===== src/rtl/core/sed_pkg.sv =====
`default_nettype none

package sed_pkg;

  // field widths
  localparam int PIXEL_W    = 8;
  localparam int CFG_W      = 11;
  localparam int CFG_IDX_W  = 1;
  localparam int CENTER_W   = 10;
  localparam int GRAD_W     = 11;
  localparam int MAG_W      = 11;
  localparam int SQ_W       = 2 * MAG_W;   // gx^2 + gy^2, even for the root loop
  localparam int PROD_W     = 20;          // one squared gradient, |g| <= 1020
  localparam int SUM_W      = 10;          // one weighted column or row sum
  localparam int OUT_BITS   = 2 * CENTER_W + 2 * GRAD_W + MAG_W + 1;
  localparam int OUT_DATA_W = ((OUT_BITS + 7) / 8) * 8;
  localparam int OUT_PAD_W  = OUT_DATA_W - OUT_BITS;

  // defaults
  localparam int DEF_MAX_LINE_WIDTH = 1024;
  localparam int DEF_MAX_ROWS       = 1024;
  localparam logic [CFG_W-1:0] RST_LINE_WIDTH     = 11'd16;
  localparam logic [CFG_W-1:0] RST_EDGE_THRESHOLD = 11'd100;
  localparam int MIN_LINE_WIDTH = 3;

  // register indexes
  localparam logic [CFG_IDX_W-1:0] REG_LINE_WIDTH     = 1'b0;
  localparam logic [CFG_IDX_W-1:0] REG_EDGE_THRESHOLD = 1'b1;

  typedef enum logic [2:0] {
    ST_IDLE,
    ST_READ,
    ST_GRAD,
    ST_SQR,
    ST_SUM,
    ST_ROOT,
    ST_OUT
  } sed_state_t;

endpackage

`default_nettype wire


===== src/rtl/core/sed_isqrt.sv =====
`default_nettype none

// Integer square root, one result bit per cycle.
module sed_isqrt (
  input  logic                      clk,
  input  logic                      rst,
  input  logic                      start,
  input  logic [sed_pkg::SQ_W-1:0]  operand,
  output logic                      done,
  output logic [sed_pkg::MAG_W-1:0] root
);

  import sed_pkg::*;

  logic            busy;
  logic [SQ_W-1:0] rem_val;
  logic [SQ_W-1:0] root_acc;
  logic [SQ_W-1:0] bit_mask;
  logic [SQ_W-1:0] trial;

  assign trial = root_acc + bit_mask;
  assign done  = busy && bit_mask[0];
  assign root  = root_acc[MAG_W-1:0];

  always_ff @(posedge clk) begin
    if (rst) begin
      busy <= 1'b0;
    end else if (start) begin
      busy <= 1'b1;
    end else if (done) begin
      busy <= 1'b0;
    end
  end

  always_ff @(posedge clk) begin
    if (start) begin
      rem_val  <= operand;
      root_acc <= '0;
      bit_mask <= SQ_W'(1) << (SQ_W - 2);
    end else if (busy) begin
      if (rem_val >= trial) begin
        rem_val  <= rem_val - trial;
        root_acc <= (root_acc >> 1) + bit_mask;
      end else begin
        root_acc <= root_acc >> 1;
      end
      bit_mask <= bit_mask >> 2;
    end
  end

endmodule

`default_nettype wire


===== config.mk =====
export PLATFORM = sky130hd
export DESIGN_NAME = sed_isqrt
export DESIGN_NICKNAME = d
export VERILOG_FILES = /design/src/rtl/core/sed_pkg.sv /design/src/rtl/core/sed_isqrt.sv
export SDC_FILE = /design/constraint.sdc
export NUM_CORES = 1
export LEC_CHECK = 0
export ABC_CLOCK_PERIOD_IN_PS = 15400
export BUFFER_PORTS_ARGS = -buffer_cell sky130_fd_sc_hd__buf_2
export CORE_ASPECT_RATIO = 1.25
export CORE_UTILIZATION = 30
export DETAILED_ROUTE_END_ITERATION = 8
export GPL_ROUTABILITY_DRIVEN = 1
export HOLD_SLACK_MARGIN = 0.12
export PLACE_DENSITY = 0.53
export RECOVER_POWER = 50
export SKIP_CTS_REPAIR_TIMING = 1
export SLEW_MARGIN = 20
export SYNTH_ARGS = -nofsm -noshare
export SYNTH_HDL_FRONTEND = slang
export SYNTH_SLANG_ARGS = --single-unit

===== constraint.sdc =====
create_clock -name clk -period 15.4 [get_ports clk]
set_input_delay 0 -clock clk [delete_from_list [all_inputs] [get_ports clk]]
set_output_delay 0 -clock clk [all_outputs]
set_load 0.05 [all_outputs]

==> metrics.cfg <==
[outcome]
status=finished with violations
violations=max-capacitance violations, max-slew violations

[worst_setup_path]
critical_path.max_stage_delay_ps=730
startpoint_type=register
critical_path_depth=15
cp_num_buf_inv=0
crit_path_cell_trace=ha_1 > a31oi_1 > o21bai_1 > a31oi_1 > o31ai_1 > nor2_1 > xor2_1 > ha_1 > and3_4 > and2_4 > a2111oi_0 > a21oi_4 > o21a_1 > mux2i_1 > a221oi_1
r2r_end=root_acc[8]
critPathSlowestCell=a2111oi_0
crit_required_ps=15600
cp_max_fo=17
setup.worst_path.class=register to register
r2r_slack_ps=10330
end_kind=register
reg2reg_depth=15
cp.arrival_ps=5260
reg2reg_from=root_acc[2]
critPathTopFamily=compound AO/OA/AOI/OAI gates
crit_end=root_acc[8]
critPathLaunch=root_acc[2]

[sta]
fmax_mhz=197
finClkSkew_ps=5.98
rsz0062_at_grt=no
setup_tns_ps=0
finalHoldViolations=0
setup_violations=0
finalCritPeriodShare_pct=32.9
period_needed_ps=5070
finalMaxSlewViolations=121
tightest_slew_ps=2270
slew_headroom_pct=-51.1

[synthesis]
yosysUniqueCellTypes=74
ys.flop_type=dfxtp_1
synthXorXnorAreaFrac_pct=6.44
synth_area_um2=4900
synth_warnings=0
synth_seq_cells=56
netlist_instances=569
synthAdderAreaFrac_pct=12.2
synth_compound_area_share_pct=26.1
async_flop_share_pct=0
synthSimpleGateAreaFrac_pct=15.4
muxShareOfSynthArea_pct=6.08
synth-seq-area-share_pct=27.4
syn_nets=641
syn_avg_cell_area_um2=8.61
synth_top_family_by_area=compound AO/OA/AOI/OAI gates
synth_edf_count=22

[routing]
route.detailed.drc=0
vias=4297
top_layer_used=met4
first_iter_violations=215
wl_per_cell_um=15.3
dr_wl_met3_um=354
wl_met2_um=6070
drtAntennaViolNets=0
drt_first_pass_iters=5
viasPerCell=5.29
wl_met1_um=5870
routed_wl_um=12500

[finish]
mostFrequentLayoutCells=nor2_1, nand2_1, ha_1
regArea_um2=1340
insertedDiodeCount=0
layout.nets=671
drive_gt1_share_pct=9.17
layout_commonest_cell=nor2_1
multi_input_area_um2=3240
area_delta_synth_final_pct=11.5
fill_cells=1652
fin_util_pct=34.7

[floorplan]
dieArea_um2=16800
rows=51
ios=37
die_w_um=116
core_area_um2=15800
start_util_pct=31.1
fp.dieH_um=145

[cts]
cts-root-buf=clkbuf_16
clock-sinks=56
cts_max_level=2
clock_insertion_delay_worst_skew_ps=310
cts_max_path_buffers=2
cts_tree=built
cts_made_buffers=5
clkTransAtPathRegs_ps=80

[global_route]
antenna_found_initial=0
grt.total_usage_pct=15.2
overflow=0
grt_pass1_vias=3993
grt_max_degree=47
grt_pass1_wl_um=20000

[power_and_ir_drop]
peakVddDrop_mv=0.0832
cellLeakagePower_nw=2.11
pwr_density_cell_nw_per_um2=156

[flow_run]
maxCapViolations=3

[place]
place_congestion=0.831
hpwl_um=9260
port_buffers=36

[worst_hold_path]
hp-class=input port to register

-- Yosys cell counts (4+ instances only) --
| cell type | instances | area share, % |
|---|---|---|
| mux2i_1 | 23 | 4.7 |
| buf_1 | 6 | 0.46 |
| xnor2_1 | 19 | 3.4 |
| a211o_1 | 5 | 0.89 |
| a31oi_1 | 17 | 2.2 |
| ha_1 | 46 | 12 |
| o31ai_1 | 5 | 0.77 |
| a21o_1 | 11 | 1.7 |
| mux2_2 | 6 | 1.4 |
| edfxtp_1 | 22 | 13 |
| nor2_1 | 52 | 4.0 |
| a221oi_1 | 5 | 0.89 |
| o21ai_0 | 29 | 3.0 |
| o21ai_1 | 10 | 1.0 |
| or3_1 | 6 | 0.77 |
| a21oi_1 | 29 | 3.0 |
| nand2_1 | 51 | 3.9 |
| inv_1 | 24 | 1.8 |
| clkbuf_1 | 12 | 0.92 |
| dfxtp_1 | 34 | 14 |
| nor3_1 | 5 | 0.51 |
| a211oi_1 | 14 | 2.1 |
| a311oi_1 | 6 | 1.1 |
| o21bai_1 | 9 | 1.4 |
| and3_1 | 5 | 0.64 |
| buf_4 | 11 | 1.7 |
| nand3_1 | 14 | 1.4 |
| xor2_1 | 17 | 3.0 |
| o211ai_1 | 4 | 0.61 |
| nand4_1 | 5 | 0.64 |
-- kinds of logic (layout without fill, tap and decap cells) --
family                     count (synthesis)  after routing
adders and majority gates                 47             47
DFF                                       56             56
buffers and inverters                     61             92
and+or+nand+nor                          161            161
AOI/OAI and AO/OA                        179            179
xor gates and xnor gates                  36             36
muxes                                     29             29
-- per-stage QoR --
stage                     setup slack (ps)  hold WS (ps)  cells  total power, mW  cell area (um2)
after floorplan                      10250          69.1    569            0.649             4900
after global placement               10630           157    783            0.727             5140
after detailed placement             10590           157    783            0.730             5150
after CTS                            10590          -168    791            0.854             5300
after global routing                  9790           134    812            0.919             5460
final                                10330           100    812            0.851             5460
-- worst min-delay path: stages --
cell and delay [ps]:
buf_2 100, nor2_1 80, nor3_1 60
-- state kept, by name, summed over array words and instances, names as in the netlist --
register / flops
busy: 1
bit_mask: 11
rem_val: 22
root_acc: 22
-- power breakdown --
part	leakage [nW]	internal, mW	switching [mW]
registers	0.497	0.200	0.0247
clock network	0.0745	0.0611	0.0608
logic	1.53	0.198	0.306
total	2.11	0.459	0.392
-- layer usage --
| metal | GRT usage, % | vias up |
|---|---|---|
| met1 | 19.5 | 2049 |
| met3 | 1.87 | 11 |
| met4 | 4.25 | 0 |
| met2 | 26.4 | 61 |
| met5 | 0 | - |
| li1 | - | 2176 |
-- worst min-delay path by stage --
stage | depth (start not counted) | slack (ps) | startpoint | to
2_1_floorplan | 1 | 70 | rst | busy
3_3_place_gp | 2 | 160 | rst | busy
3_5_place_dp | 2 | 160 | rst | busy
4_1_cts | 2 | -170 | rst | busy
5_1_grt | 3 | 130 | operand[17] | rem_val[17]
6_report | 3 | 100 | operand[17] | rem_val[17]
-- cell type report --
| type | instances | share of cell area, % |
|---|---|---|
| Clock buffer | 5 | 2.29 |
| Inverter | 25 | 1.72 |
| Sequential cell | 56 | 24.5 |
| Clock inverter | 3 | 0.366 |
| Tap cell | 212 | 4.85 |
| Multi-Input combinational cell | 452 | 59.2 |
| Timing Repair Buffer | 59 | 6.98 |
No activity file was read; power rests on OpenSTA's default activity.
